`config.mk`:
```
export PLATFORM = sky130hd
export DESIGN_NAME = nps_ram
export DESIGN_NICKNAME = d
export VERILOG_FILES = /design/src/rtl/nps_pkg.sv /design/src/rtl/nps_ram.sv
export SDC_FILE = /design/constraint.sdc
export NUM_CORES = 2
export LEC_CHECK = 0
export ABC_AREA = 0
export BUFFER_PORTS_ARGS = -buffer_cell sky130_fd_sc_hd__buf_2
export CORE_ASPECT_RATIO = 0.7
export CORE_MARGIN = 2
export CORE_UTILIZATION = 63
export CTS_CLUSTER_SIZE = 30
export DETAILED_ROUTE_END_ITERATION = 12
export PLACE_DENSITY = 0.79
export SYNTH_ARGS = -nofsm -noshare
export SYNTH_HDL_FRONTEND = slang
export SYNTH_SLANG_ARGS = --single-unit
export TNS_END_PERCENT = 1
```
`constraint.sdc`:
```
create_clock -name clk -period 9.25 [get_ports clk]
set_input_delay 2.3125 -clock clk [delete_from_list [all_inputs] [get_ports clk]]
set_output_delay 2.3125 -clock clk [all_outputs]
set_load 0.05 [all_outputs]
```
`src/rtl/nps_pkg.sv`:
```
`timescale 1ns / 1ps
package nps_pkg;

	localparam int MAX_RESIDUES_DEF = 64;
	localparam int COORD_W = 21;
	localparam int PT_W = 3 * COORD_W;
	localparam int WORD_W = PT_W + 1;
	localparam int DIFF_W = COORD_W + 1;
	localparam int SQ_W = 2 * DIFF_W;
	localparam int D2_W = 44;
	localparam int ROOT_W = 22;
	localparam int PIDX_W = 7;
	localparam logic [ROOT_W-1:0] DIST_NONE = '1;
	localparam logic signed [PIDX_W-1:0] INDEX_NONE = '1;

	typedef struct packed {
		logic clear;
		logic issue;
	} dist_ctrl_t;

	typedef struct packed {
		logic busy;
		logic found;
	} dist_stat_t;

endpackage

```
`src/rtl/nps_ram.sv`:
```
`timescale 1ns / 1ps
module nps_ram #(
	parameter int DEPTH = nps_pkg::MAX_RESIDUES_DEF,
	parameter int WIDTH = nps_pkg::WORD_W
) (
	input  logic                     clk,
	input  logic                     we,
	input  logic [$clog2(DEPTH)-1:0] waddr,
	input  logic [WIDTH-1:0]         wdata,
	input  logic [$clog2(DEPTH)-1:0] raddr,
	output logic [WIDTH-1:0]         rdata_q
);
	logic [WIDTH-1:0] mem [DEPTH];

	always_ff @(posedge clk) begin
		if (we) begin
			mem[waddr] <= wdata;
		end
		rdata_q <= mem[raddr];
	end
endmodule

```
==> results.cfg <==
[critical_path]
worst_setup_path_end_kind = register
start_kind = input pin
worstPathMaxFanout = 65
crit_type = input pin to register
critPathArrivalTime_ps = 6010
critPathRequiredTime_ps = 10010

[floorplanning]
initial_utilization_pct = 63.6
rows = 152
fp.dieArea_sq_um = 252000
fp.dieH_um = 421
core_sq_um = 246000
pin_count = 142
die_w_um = 599

[synth]
synth_top_area_cell = edfxtp_1
synthCells = 6598
synth-edff-count = 4096
yosysWarnings = 0
synth.top_cell.area_share_pct = 78.7
synth_common_cells = edfxtp_1, mux4_2, buf_2
syn_area_per_cell_sq_um = 23.7
synth_top_flop_cell = edfxtp_1
synth.cell_area_sq_um = 156000
ys_top_cells_by_area = edfxtp_1, mux4_2, mux2i_1
async_flop_share_pct = 0
synth.distinct_cells = 33
synth-seq-area-share_pct = 79.5
synth.ff_latch_count = 4160
yosysMostFrequentCell = edfxtp_1
syn_nets = 6676

[timing]
worstMarginPinSlew_ps = 1400
hold_violations = 0
rsz0062_at_grt = no
clock.fmax_mhz = 191
finClkSkew_ps = 42.1
slew_viol_final = 0
setup_viol = 0
fin_hold_ws_ps = 848
fin_crit_ps = 5250
setup_tns_ps = 0
slew_headroom_pct = 6.88
timing.final.crit_share_pct = 56.7

[detailed_routing]
routed_wl_mm = 444
top_layer_used = met5
wl_met1_mm = 147
drt_iter0_markers = 15286
wl_met3_mm = 70.9
vias = 79393
wl_met2_mm = 201
wl_per_cell_um = 42.0
ant_nets = 0
viasPerCell = 7.53
drc = 0
drt-pass1-iter-count = 6

[global_route]
grt_pass1_vias = 80213
grt_overflow_total = 0
grtUsageTotal_pct = 35.8
grt_pass1_wl_mm = 617
grt_max_degree = 133
antenna_found_initial = 38

[cts]
post_cts_resized = 0
htree_levels = 5
clock-root-buffer = clkbuf_16
ctsHoldBuffers = 0
clk_latency_ps = 920
clkTransAtPathRegs_ps = 70
numClockSinks = 4160
post_cts_buffers = 0
cts_buffer_depth = 4
numCtsBuffers = 368
cts_tree = done

[status]
status = finished clean

[power]
p_leak_uw = 0.0540
p_int_uw = 30200
p_per_area_nw_per_um2 = 222
clockPowerShare_pct = 40.4
peakVddDrop_mv = 0.210
power_uw = 38500
seq_power_share_pct = 54.5
combinationalPowerShare_pct = 5.1
p_sw_uw = 8290
swShare_pct = 21.5

[final_layout]
fillers = 13211
regArea_sq_um = 124000
multi_input_area_sq_um = 30800
drive_above_1_share_pct = 27.3
nNetsFinal = 6994
area_delta_synth_final_pct = 11.1

[place]
post-dp-hpwl_mm = 218
gp_congestion = 0.816
io_buffers = 141

[min_path]
hold_class = register to register

[flow_run]
drv_cap = 0
## placed cells by master (no fill, tap or decap), types with 64 or more instances in the layout
cell type     n
nor2_4       64
buf_4       146
a22oi_1     168
edfxtp_1   4096
mux2i_1     135
clkinv_1     66
clkbuf_1     77
mux4_2     1024
buf_2       138
o22ai_1      83
dfxtp_1      64
a22o_1       88
clkbuf_16   376
and3_1       64
## cells by family after synthesis
kind of cell | after synthesis | synth area share [%]
mux | 1159 | 15.6
buf+inv | 389 | 1.18
compound gates | 504 | 2.48
flops | 4160 | 79.5
simple gates | 386 | 1.24
## metrics by stage
step	utilization (%)	instance area [sq um]	cells	setup slack (ps)
floorplan	-	156000	6598	1500
global placement	65.8	162000	9857	3310
detailed placement	65.8	162000	9857	3230
CTS	70.6	174000	10522	4150
global route	70.6	174000	10529	3980
finish	70.7	174000	10550	4000
## metal layers
layer	track usage, %	vias up
met5	0	-
met4	16.0	22
met3	10.9	1402
met2	53.3	7667
met1	49.9	41215
li1	-	29087
## area by class of cell
| class | instances | area share (%) |
|---|---|---|
| Antenna cell | 28 | 0.0403 |
| Clock buffer | 476 | 5.76 |
| Clock inverter | 189 | 1.13 |
| Inverter | 19 | 0.0410 |
| Multi-Input combinational cell | 2049 | 17.7 |
| Sequential cell | 4160 | 71.5 |
| Tap cell | 3311 | 2.38 |
| Timing Repair Buffer | 318 | 1.41 |
## flip-flops by register name, summed over array words and instances, names as in the netlist
register	cells
mem	4096
rdata_q	64
## critical path, cell delays in order
cell and delay (ps):
buf_8 420, buf_4 850, buf_4 1000, mux4_2 430
or3_1 330, a41oi_1 430, a211oi_1 100
## path summary, 6_finish.rpt
check | start | to | slack, ps | cells past startpoint
setup reg to reg | mem[32][46]$_DFFE_PP_ | rdata_q[46]$_DFF_P_ | 7020 | 4
setup / recovery | raddr[2] | rdata_q[43]$_DFF_P_ | 4000 | 7
hold / removal | mem[63][50]$_DFFE_PP_ | rdata_q[50]$_DFF_P_ | 850 | 4
hold reg to reg | mem[63][50]$_DFFE_PP_ | rdata_q[50]$_DFF_P_ | 850 | 4
## power groups by stage
stage / clock (uW) / sequential (uW) / combinational, uW
final: 15600 / 21000 / 1950
after global routing: 16200 / 21000 / 2030
after CTS: 15600 / 21000 / 1920
after detailed placement: 0 / 21400 / 1880
after global placement: 0 / 21400 / 1830
after floorplan: 0 / 21500 / 972
Note: power is estimated with default switching activity, not from simulation.
