`src/rtl/nps_pkg.sv`:
```
`timescale 1ns / 1ps
package nps_pkg;

	localparam int MAX_RESIDUES_DEF = 64;
	localparam int COORD_W = 21;
	localparam int PT_W = 3 * COORD_W;
	localparam int WORD_W = PT_W + 1;
	localparam int DIFF_W = COORD_W + 1;
	localparam int SQ_W = 2 * DIFF_W;
	localparam int D2_W = 44;
	localparam int ROOT_W = 22;
	localparam int PIDX_W = 7;
	localparam logic [ROOT_W-1:0] DIST_NONE = '1;
	localparam logic signed [PIDX_W-1:0] INDEX_NONE = '1;

	typedef struct packed {
		logic clear;
		logic issue;
	} dist_ctrl_t;

	typedef struct packed {
		logic busy;
		logic found;
	} dist_stat_t;

endpackage

```
`src/rtl/nps_isqrt.sv`:
```
`timescale 1ns / 1ps
module nps_isqrt (
	input  logic                      clk,
	input  logic                      arst_n,
	input  logic                      start,
	input  logic [nps_pkg::D2_W-1:0]  value,
	output logic                      done_q,
	output logic [nps_pkg::ROOT_W-1:0] root
);
	import nps_pkg::*;

	logic busy_q;
	logic [D2_W-1:0] v_q, r_q, bit_q, trial;

	assign trial = r_q + bit_q;
	assign root  = r_q[ROOT_W-1:0];

	always_ff @(posedge clk or negedge arst_n) begin
		if (!arst_n) begin
			busy_q <= 1'b0;
			done_q <= 1'b0;
		end else begin
			done_q <= busy_q & bit_q[0];
			if (start) begin
				busy_q <= 1'b1;
			end else if (bit_q[0]) begin
				busy_q <= 1'b0;
			end
		end
	end

	// one result bit per cycle, highest even power first
	always_ff @(posedge clk) begin
		if (start) begin
			v_q   <= value;
			r_q   <= '0;
			bit_q <= D2_W'(1) << (D2_W - 2);
		end else if (busy_q) begin
			if (v_q >= trial) begin
				v_q <= v_q - trial;
				r_q <= (r_q >> 1) + bit_q;
			end else begin
				r_q <= r_q >> 1;
			end
			bit_q <= bit_q >> 2;
		end
	end
endmodule

```
`config.mk`:
```
export PLATFORM = sky130hd
export DESIGN_NAME = nps_isqrt
export DESIGN_NICKNAME = d
export VERILOG_FILES = /design/src/rtl/nps_pkg.sv /design/src/rtl/nps_isqrt.sv
export SDC_FILE = /design/constraint.sdc
export NUM_CORES = 1
export LEC_CHECK = 0
export BUFFER_PORTS_ARGS = -buffer_cell sky130_fd_sc_hd__buf_4
export CORE_UTILIZATION = 50
export CTS_BUF_LIST = sky130_fd_sc_hd__clkbuf_16
export DETAILED_ROUTE_END_ITERATION = 12
export PLACE_DENSITY_LB_ADDON = 0.05
export SETUP_SLACK_MARGIN = 0.15
export SYNTH_ARGS = -nofsm -noshare
export SYNTH_HDL_FRONTEND = slang
export SYNTH_SLANG_ARGS = --single-unit
```
`constraint.sdc`:
```
create_clock -name clk -period 8.6 [get_ports clk]
set_input_delay 1.29 -clock clk [delete_from_list [all_inputs] [get_ports clk]]
set_output_delay 1.29 -clock clk [all_outputs]
set_load 0.02 [all_outputs]
```
==> metrics.txt <==
status finished clean; kind of end point of the critical path register; Starting Density 0.514; Yosys cell types 79; synth top area cells dfxtp_1 (13%), edfxtp_1 (13%), ha_1 (11%); Reg2Reg Setup Slack 2.65 ns; crit-path max FO 44; critical path's slowest cell a211oi_1; total die area 21500 um^2; RePlAce Congestion 0.933; final wirelength 29.3 mm; vias 9583; Reg-to-Reg Start r_q[2]; EDFF count, synth 44; Fmax 168 MHz; vias per cell 6.12; fill count 1997; Syn Area/Cell between 8 and 9 um^2; Final Slew Violations 0; Post-CTS Resized 0; Worst Setup SP r_q[2]; Root Driver clkbuf_16; crit share post-route 0.692; clock buffer depth 2; CTS tree yes; Synth-to-Final Area Change 7.44%; Diodes inserted 0; Congestion Overflow GR 0; CP cell instances ha_1 -> a31oi_1 -> a211oi_1 -> a211o_1 -> a221oi_2 -> o21ai_1 -> a31oi_1 -> xor2_1 -> ha_1 -> nand4_1 -> nor4_4 -> o2111a_1 -> nor2_4 -> o21ai_4 -> buf_4; clock transition at the registers of the reported paths approximately 0.09 ns; CTS Hold Bufs 0; highest-count cells in the layout ignoring fill and taps nand2_1 (139), o21ai_0 (123), nor2_1 (104); Worst Path Buf+Inv 1; final hold violation count 0; cells on worst reg2reg path 15; CTS H-tree lvls 3; Post-Syn Instances between 1000 and 1500; Worst-Skew Late Latency 0.37 ns; Synth top area share 0.126; Synth Register Bits between 100 and 150; initial DRC count 578; vias in the first global route 8994; MaxCap Viol Count 0; initial antenna violation count 0; cell count along the critical path 15; syn_nets around 1400; Critical Path Start Type register; Final setup viols 0; Worst-Margin Slew 0.896 ns; sequential area share after synthesis 0.257; worst hold slack 0.526 ns; first-pass GRT wire length 47.0 mm; Max VDD drop 0.165 mV; WP data required 8.60 ns; Worst path max stage delay 0.80 ns; Period minus WS final 5.95 ns; synthesized cell area 10500 um^2; Worst Skew 0.0106 ns; most common cell after layout, fill and taps aside nand2_1; Die Height around 150 um; Antenna Violating Nets Remaining 0; Worst Setup EP v_q[36]; Synth area leader dfxtp_1; largest net degree at the start of global routing 80; Sink Count 112; P_leak 4.38 nW; crit path DAT about 6.0 ns; Boundary Pins 70; die width around 150 um; ys flop type dfxtp_1; core area 20400 um^2; layout cell share with drive strength beyond 1 0.117; kind of critical path reg -> reg; CTS buffer count 9; Min-Delay Path Class reg -> reg; async set-reset flop share out of synthesis 0.0179; power per cell area 337 nW/um^2; RSZ-0062 raised after global routing false; drt first pass iters 7; DR WL/cell 18.7 um; post-CTS setup buffers 0; critical path's top delay family compound AO/OA/AOI/OAI gates; IO buf count 69; setup tns final 0 ns; reg2reg end v_q[36]; Slew Limit Headroom 0.399; Detailed Place HPWL 21.8 mm; Site Rows 52; Global Route Usage Sum 0.275; # DRC 0; synth warn 0; Layout Nets 1430
==> logic make-up (layout without fill, tap and decap cells) <==
kind of cell / Yosys count / count (layout) / synth area share
simple gates: 377 / 377 / 0.167
buf+inv: 129 / 131 / 0.0596
flops: 112 / 112 / 0.257
xor+xnor: 93 / 93 / 0.0779
mux: 42 / 42 / 0.0410
compound gates: 451 / 451 / 0.288
fa+ha+maj: 91 / 91 / 0.110
==> how the worst min path moves through the flow <==
stage	start	endpoint	depth (start not counted)	slack [ns]
floorplan	bit_q[0]	busy_q	1	0.47
global placement	r_q[0]	r_q[0]	2	0.50
detailed placement	r_q[0]	r_q[0]	2	0.51
CTS	r_q[0]	r_q[0]	2	0.52
global route	r_q[0]	r_q[0]	2	0.55
finish	r_q[0]	r_q[0]	2	0.53
==> cells in the mapped netlist (14+ instances only) <==
library cell,number
nor2_1,104
a211oi_1,34
xor2_1,40
a21oi_1,78
nand4_1,30
ha_1,90
nand3_1,19
buf_2,19
o21bai_1,14
clkbuf_1,39
xnor2_1,53
a21o_1,20
nor3_1,21
nand2_1,139
edfxtp_1,44
a31oi_1,39
buf_4,24
dfxtp_1,66
mux2i_1,35
o21a_1,16
inv_1,38
o21ai_0,124
==> power by group <==
part | switching, mW | internal (mW)
registers | 0.118 | 0.779
clock network | 0.234 | 0.238
logic | 1.50 | 0.919
==> routing by layer <==
layer / wire length, um / vias up / track usage
met5: 0 / - / 0
met1: 13300 / 4542 / 0.354
met2: 14000 / 220 / 0.473
met4: 621 / 0 / 0.0917
li1: - / 4785 / -
met3: 1390 / 36 / 0.0331
==> registers in the layout (all words and copies together) (netlist names) <==
| name | flops |
|---|---|
| busy_q | 1 |
| bit_q | 22 |
| v_q | 44 |
| r_q | 44 |
| done_q | 1 |
==> worst min-delay path: cells and delay by family (launching register included) <==
family | cells | cell delay [ns]
flops | 1 | 0.34
compound gates | 1 | 0.05
simple gates | 1 | 0.09
==> layout make-up <==
| cell class | instances | area, um^2 | area share |
|---|---|---|---|
| Timing Repair Buffer | 77 | 578 | 0.0514 |
| Multi-Input combinational cell | 1054 | 7160 | 0.637 |
| Clock buffer | 11 | 275 | 0.0245 |
| Clock inverter | 5 | 46.3 | 0.00412 |
| Sequential cell | 112 | 2700 | 0.240 |
| Tap cell | 270 | 338 | 0.0301 |
| Inverter | 38 | 143 | 0.0127 |
==> stage by stage <==
step	instance area, um^2	total power [mW]	utilization	setup slack (ns)	cells
global placement	10900	3.28	0.536	2.92	1551
floorplan	10500	2.78	-	1.10	1295
global route	11200	4.09	0.552	2.25	1567
finish	11200	3.78	0.552	2.65	1567
detailed placement	10900	3.30	0.536	2.72	1551
CTS	11200	3.78	0.552	2.67	1567
Note: power is estimated with default switching activity, not from simulation.
