--- src/rtl/nps_pkg.sv ---
`timescale 1ns / 1ps
package nps_pkg;

	localparam int MAX_RESIDUES_DEF = 64;
	localparam int COORD_W = 21;
	localparam int PT_W = 3 * COORD_W;
	localparam int WORD_W = PT_W + 1;
	localparam int DIFF_W = COORD_W + 1;
	localparam int SQ_W = 2 * DIFF_W;
	localparam int D2_W = 44;
	localparam int ROOT_W = 22;
	localparam int PIDX_W = 7;
	localparam logic [ROOT_W-1:0] DIST_NONE = '1;
	localparam logic signed [PIDX_W-1:0] INDEX_NONE = '1;

	typedef struct packed {
		logic clear;
		logic issue;
	} dist_ctrl_t;

	typedef struct packed {
		logic busy;
		logic found;
	} dist_stat_t;

endpackage

--- src/rtl/nps_dist.sv ---
`timescale 1ns / 1ps
module nps_dist #(
	parameter int AW = 6
) (
	input  logic                    clk,
	input  logic                    arst_n,
	input  nps_pkg::dist_ctrl_t     ctrl,
	input  logic [AW-1:0]           j,
	input  logic [nps_pkg::PT_W-1:0]   ref_pt,
	input  logic [nps_pkg::WORD_W-1:0] anchor_word,
	output nps_pkg::dist_stat_t     stat,
	output logic [AW-1:0]           best_j_q,
	output logic [nps_pkg::D2_W-1:0] best_q
);
	import nps_pkg::*;

	logic valid_s0, valid_s1, valid_s2, valid_s3;
	logic [AW-1:0] j_s0, j_s1, j_s2, j_s3;
	logic [DIFF_W-1:0] mag_s1 [3];
	logic [SQ_W-1:0] sq_s2 [3];
	logic [D2_W-1:0] sum_s3;
	logic found_q;
	logic [DIFF_W-1:0] mag [3];

	always_comb begin
		for (int k = 0; k < 3; k++) begin
			logic signed [DIFF_W-1:0] d;
			d = DIFF_W'($signed(ref_pt[k*COORD_W +: COORD_W]))
				- DIFF_W'($signed(anchor_word[k*COORD_W +: COORD_W]));
			mag[k] = d[DIFF_W-1] ? DIFF_W'(-d) : DIFF_W'(d);
		end
	end

	always_ff @(posedge clk or negedge arst_n) begin
		if (!arst_n) begin
			valid_s0 <= 1'b0;
			valid_s1 <= 1'b0;
			valid_s2 <= 1'b0;
			valid_s3 <= 1'b0;
			found_q  <= 1'b0;
		end else begin
			valid_s0 <= ctrl.issue;
			valid_s1 <= valid_s0 & anchor_word[WORD_W-1];
			valid_s2 <= valid_s1;
			valid_s3 <= valid_s2;
			if (ctrl.clear) begin
				found_q <= 1'b0;
			end else if (valid_s3) begin
				found_q <= 1'b1;
			end
		end
	end

	always_ff @(posedge clk) begin
		j_s0 <= j;
		j_s1 <= j_s0;
		j_s2 <= j_s1;
		j_s3 <= j_s2;
		for (int k = 0; k < 3; k++) begin
			mag_s1[k] <= mag[k];
			sq_s2[k]  <= mag_s1[k] * mag_s1[k];
		end
		sum_s3 <= D2_W'(sq_s2[0]) + D2_W'(sq_s2[1]) + D2_W'(sq_s2[2]);
		// strict less keeps the lowest index on ties
		if (valid_s3 && !ctrl.clear && (!found_q || sum_s3 < best_q)) begin
			best_q   <= sum_s3;
			best_j_q <= j_s3;
		end
	end

	assign stat.busy  = valid_s0 | valid_s1 | valid_s2 | valid_s3;
	assign stat.found = found_q;
endmodule

--- config.mk ---
export PLATFORM = sky130hd
export DESIGN_NAME = nps_dist
export DESIGN_NICKNAME = d
export VERILOG_FILES = /design/src/rtl/nps_pkg.sv /design/src/rtl/nps_dist.sv
export SDC_FILE = /design/constraint.sdc
export NUM_CORES = 2
export LEC_CHECK = 0
export ABC_CLOCK_PERIOD_IN_PS = 8700
export BUFFER_PORTS_ARGS = -buffer_cell sky130_fd_sc_hd__buf_2
export CORE_MARGIN = 8
export CORE_UTILIZATION = 59
export DETAILED_ROUTE_END_ITERATION = 8
export PLACE_DENSITY = 0.83
export RECOVER_POWER = 25
export SLEW_MARGIN = 20
export SYNTH_ARGS = -nofsm -noshare
export SYNTH_HDL_FRONTEND = slang
export SYNTH_SLANG_ARGS = --single-unit
--- constraint.sdc ---
create_clock -name clk -period 8.7 [get_ports clk]
set_input_delay 0.87 -clock clk [delete_from_list [all_inputs] [get_ports clk]]
set_output_delay 0.87 -clock clk [all_outputs]
set_load 0.02 [all_outputs]
==> metrics.md <==
| Metric | Value |
|---|---|
| Status | `finished, final reports clean` |
| Final nets | `7985` |
| Slew HR | `0.134` |
| Vias | `41000` |
| Critical path required time | `9.17 ns` |
| Final hold violation count | `0` |
| FF-to-FF path depth | `21` |
| DIE WIDTH | `325 um` |
| Vias in the first global route | `44600` |
| Synth Area in XOR/XNOR | `0.0472` |
| Asr flop ratio synth | `0.0157` |
| Initial DRC count | `2511` |
| Grt ovf | `0` |
| Slowest CP cell | `o311ai_0` |
| Vias per std cell | `5.52` |
| Adder-Cell Fraction of Synth Area | `0.523` |
| Fmax | `127 MHz` |
| MaxCap Viol Count | `0` |
| Worst Max-Slew Pin Slew | `1.30 ns` |
| Final ANT Viol Nets | `0` |
| Register area | `6890 um^2` |
| WS Path Type | `register to register` |
| Register bit count reported by yosys | `318` |
| Max Clock Skew | `0.0476 ns` |
| Count leader, synth | `inv_1` |
| Final setup vio count | `0` |
| CP delay by family, top | `adder cells` |
| Worst-skew pair later-pin latency | `0.61 ns` |
| Synth Warn # | `0` |
| Main combinational cell family by area after synthesis | `adder cells` |
| Largest area contributor in the netlist | `fa_1` |
| Unrepaired setup endpoints after global routing | `no` |
| Simple-Gate Fraction of Synth Area | `0.110` |
| Wirelength per Cell | `17.9 um` |
| Root Driver | `clkbuf_16` |
| Reg2reg start | `mag_s1[0][30]` |
| Max incr delay on CP | `0.88 ns` |
| Hold Crit Class | `primary input to async pin` |
| Commonest cells post-synth | `inv_1, fa_1, ha_1` |
| CTS Hold Bufs | `0` |
| Post-cts sizing count | `0` |
| Crit path from | `mag_s1[0][30]` |
| Maximum fanout along the worst path | `19` |
| CP Cell Sequence | `inv_1 -> nor2_1 -> inv_1 -> fa_1 -> fa_1 -> fa_1 -> inv_1 -> fa_1 -> fa_1 -> fa_1 -> fa_1 -> ha_1 -> and3_1 -> a221oi_1 -> o21ai_0 -> o211ai_1 -> o311ai_0 -> nand4_1 -> nand2_1 -> a21oi_1 -> xnor2_1` |
| CTS tree | `built` |
| CTS max path bufs | `3` |
| Fillers | `7366` |
| Prevailing post-synth register cell | `dfxtp_1` |
| Setup TNS | `0 ns` |
| Critical Path Stages | `21` |
| Cells after Synth | `6010` |
| Compound-Gate Fraction of Synth Area | `0.0872` |
| WP data arrival | `8.37 ns` |
| Share of cells above drive strength 1 | `0.0600` |
| Cell repeated most along the worst path | `fa_1` |
| Multiplexer area fraction after synthesis | `0.00137` |
| Site Rows | `113` |
| H-tree levels | `2` |
| First-pass GRT wire length | `220 mm` |
| Largest net degree at the start of global routing | `30` |
| Layout area overhead | `6.55%` |
| Initial antenna violation count | `8` |
| Routed WL | `133 mm` |
| Min cycle time layout | `7.89 ns` |
| Synth cell types | `82` |
| Final Wtd Congestion | `0.956` |
| Initial Util | `0.595` |
| Period utilization | `0.907` |
| Top post-synthesis cells by area | `fa_1, ha_1, inv_1, dfxtp_1, nand2_1` |
| Die area | `106000 um^2` |
| CP Launch Type | `register` |
| Buf/Inv on CP | `3` |
| DR pass1 iterations | `7` |
| Core Box Area | `94900 um^2` |
| DRC | `0` |
| Clock sink total | `318` |
| Io pins | `189` |
| DP HPWL | `113 mm` |
| Clk pin slew, worst setup/hold paths | `0.06 ns` |
| Pins Over Slew Limit | `0` |
| Die height | `325 um` |
| Area taken by multi-input logic gates | `43400 um^2` |
| Yosys top cell area share | `0.379` |
| Post-synth EDFFs | `50` |
| CTS buffer count | `38` |
| Critical path capture point type | `register` |
| PortBufs | `188` |
| Sequential-to-total area share from yosys stat | `0.122` |
| Total track usage | `0.251` |
| Synthesized cell area | `56500 um^2` |
| Postcts setup bufs | `0` |
| Syn avg cell area | `9.39 um^2` |
[path summary, 6_finish.rpt]
kind / end / slack (ns)
hold reg to reg: j_s3[2] / 0.33
min in group clk: j_s3[2] / 0.33
hold / removal: found_q / 0.13
max in group asynchronous: valid_s3 / 8.37
setup / recovery: sq_s2[0][84] / 0.81
setup reg to reg: sq_s2[0][84] / 0.81
[through the flow]
stage | hold WS [ns] | std cells | util | instance area, um^2 | setup slack [ns]
after CTS | 0.0780 | 7428 | 0.634 | 60200 | 0.899
final | 0.127 | 7430 | 0.634 | 60200 | 0.805
after global routing | 0.141 | 7429 | 0.634 | 60200 | 0.469
after global placement | 0.312 | 7359 | 0.621 | 58900 | 1.23
after detailed placement | 0.313 | 7359 | 0.621 | 58900 | 1.11
after floorplan | 0.310 | 6012 | - | 56500 | 1.71
[cells by family (layout without fill, tap and decap cells)]
family	after synthesis	after routing
AOI/OAI and AO/OA	748	748
xor gates and xnor gates	304	304
adders and majority gates	1717	1717
buffers and inverters	1646	1797
DFF	318	318
muxes	7	7
other	1	5
and+or+nand+nor	1269	1269
[registers in the layout (all words and copies together) (netlist names)]
register,count
sq_s2,129
j_s2,6
mag_s1,66
best_q,44
j_s0,6
valid_s0,1
j_s3,6
valid_s1,1
j_s1,6
sum_s3,44
valid_s3,1
valid_s2,1
found_q,1
best_j_q,6
[area by class of cell]
cell class,count,area share
Sequential cell,318,0.115
Clock inverter,24,0.00437
Multi-Input combinational cell,4048,0.722
Antenna cell,2,0.0000832
Inverter,1467,0.0915
Tap cell,1265,0.0263
Timing Repair Buffer,261,0.0244
Clock buffer,45,0.0173
[worst reg2reg max path, stage by stage (launching register included)]
cell and delay [ns]:
dfxtp_1 0.86, inv_1 0.34, nor2_1 0.27, inv_1 0.09
fa_1 0.49, fa_1 0.52, fa_1 0.51, inv_1 0.05
fa_1 0.55, fa_1 0.42, fa_1 0.51, fa_1 0.42
ha_1 0.43, and3_1 0.24, a221oi_1 0.11, o21ai_0 0.24
o211ai_1 0.31, o311ai_0 0.88, nand4_1 0.20, nand2_1 0.11
a21oi_1 0.09, xnor2_1 0.15
[layer usage]
metal  global-route usage  vias to the layer above  routed length (um)
met5                    0                        -                  37
met4               0.0934                        6                5260
met3               0.0378                      380                9370
met2                0.431                     1554               64900
met1                0.322                    20300               53100
li1                     -                    18800                   -
[cell usage in the layout (no fill, tap or decap), types with 102 or more instances in the layout]
master	instances
a21o_1	144
a21oi_1	225
and2_1	280
buf_2	179
dfxtp_1	263
fa_1	1069
ha_1	645
inv_1	1467
nand2_1	501
nor2_1	183
o21ai_0	102
xnor2_1	192
xor2_1	112
Power is not shown: default switching activity piles up to over one toggle a cycle in this logic, so the estimate is an artifact.
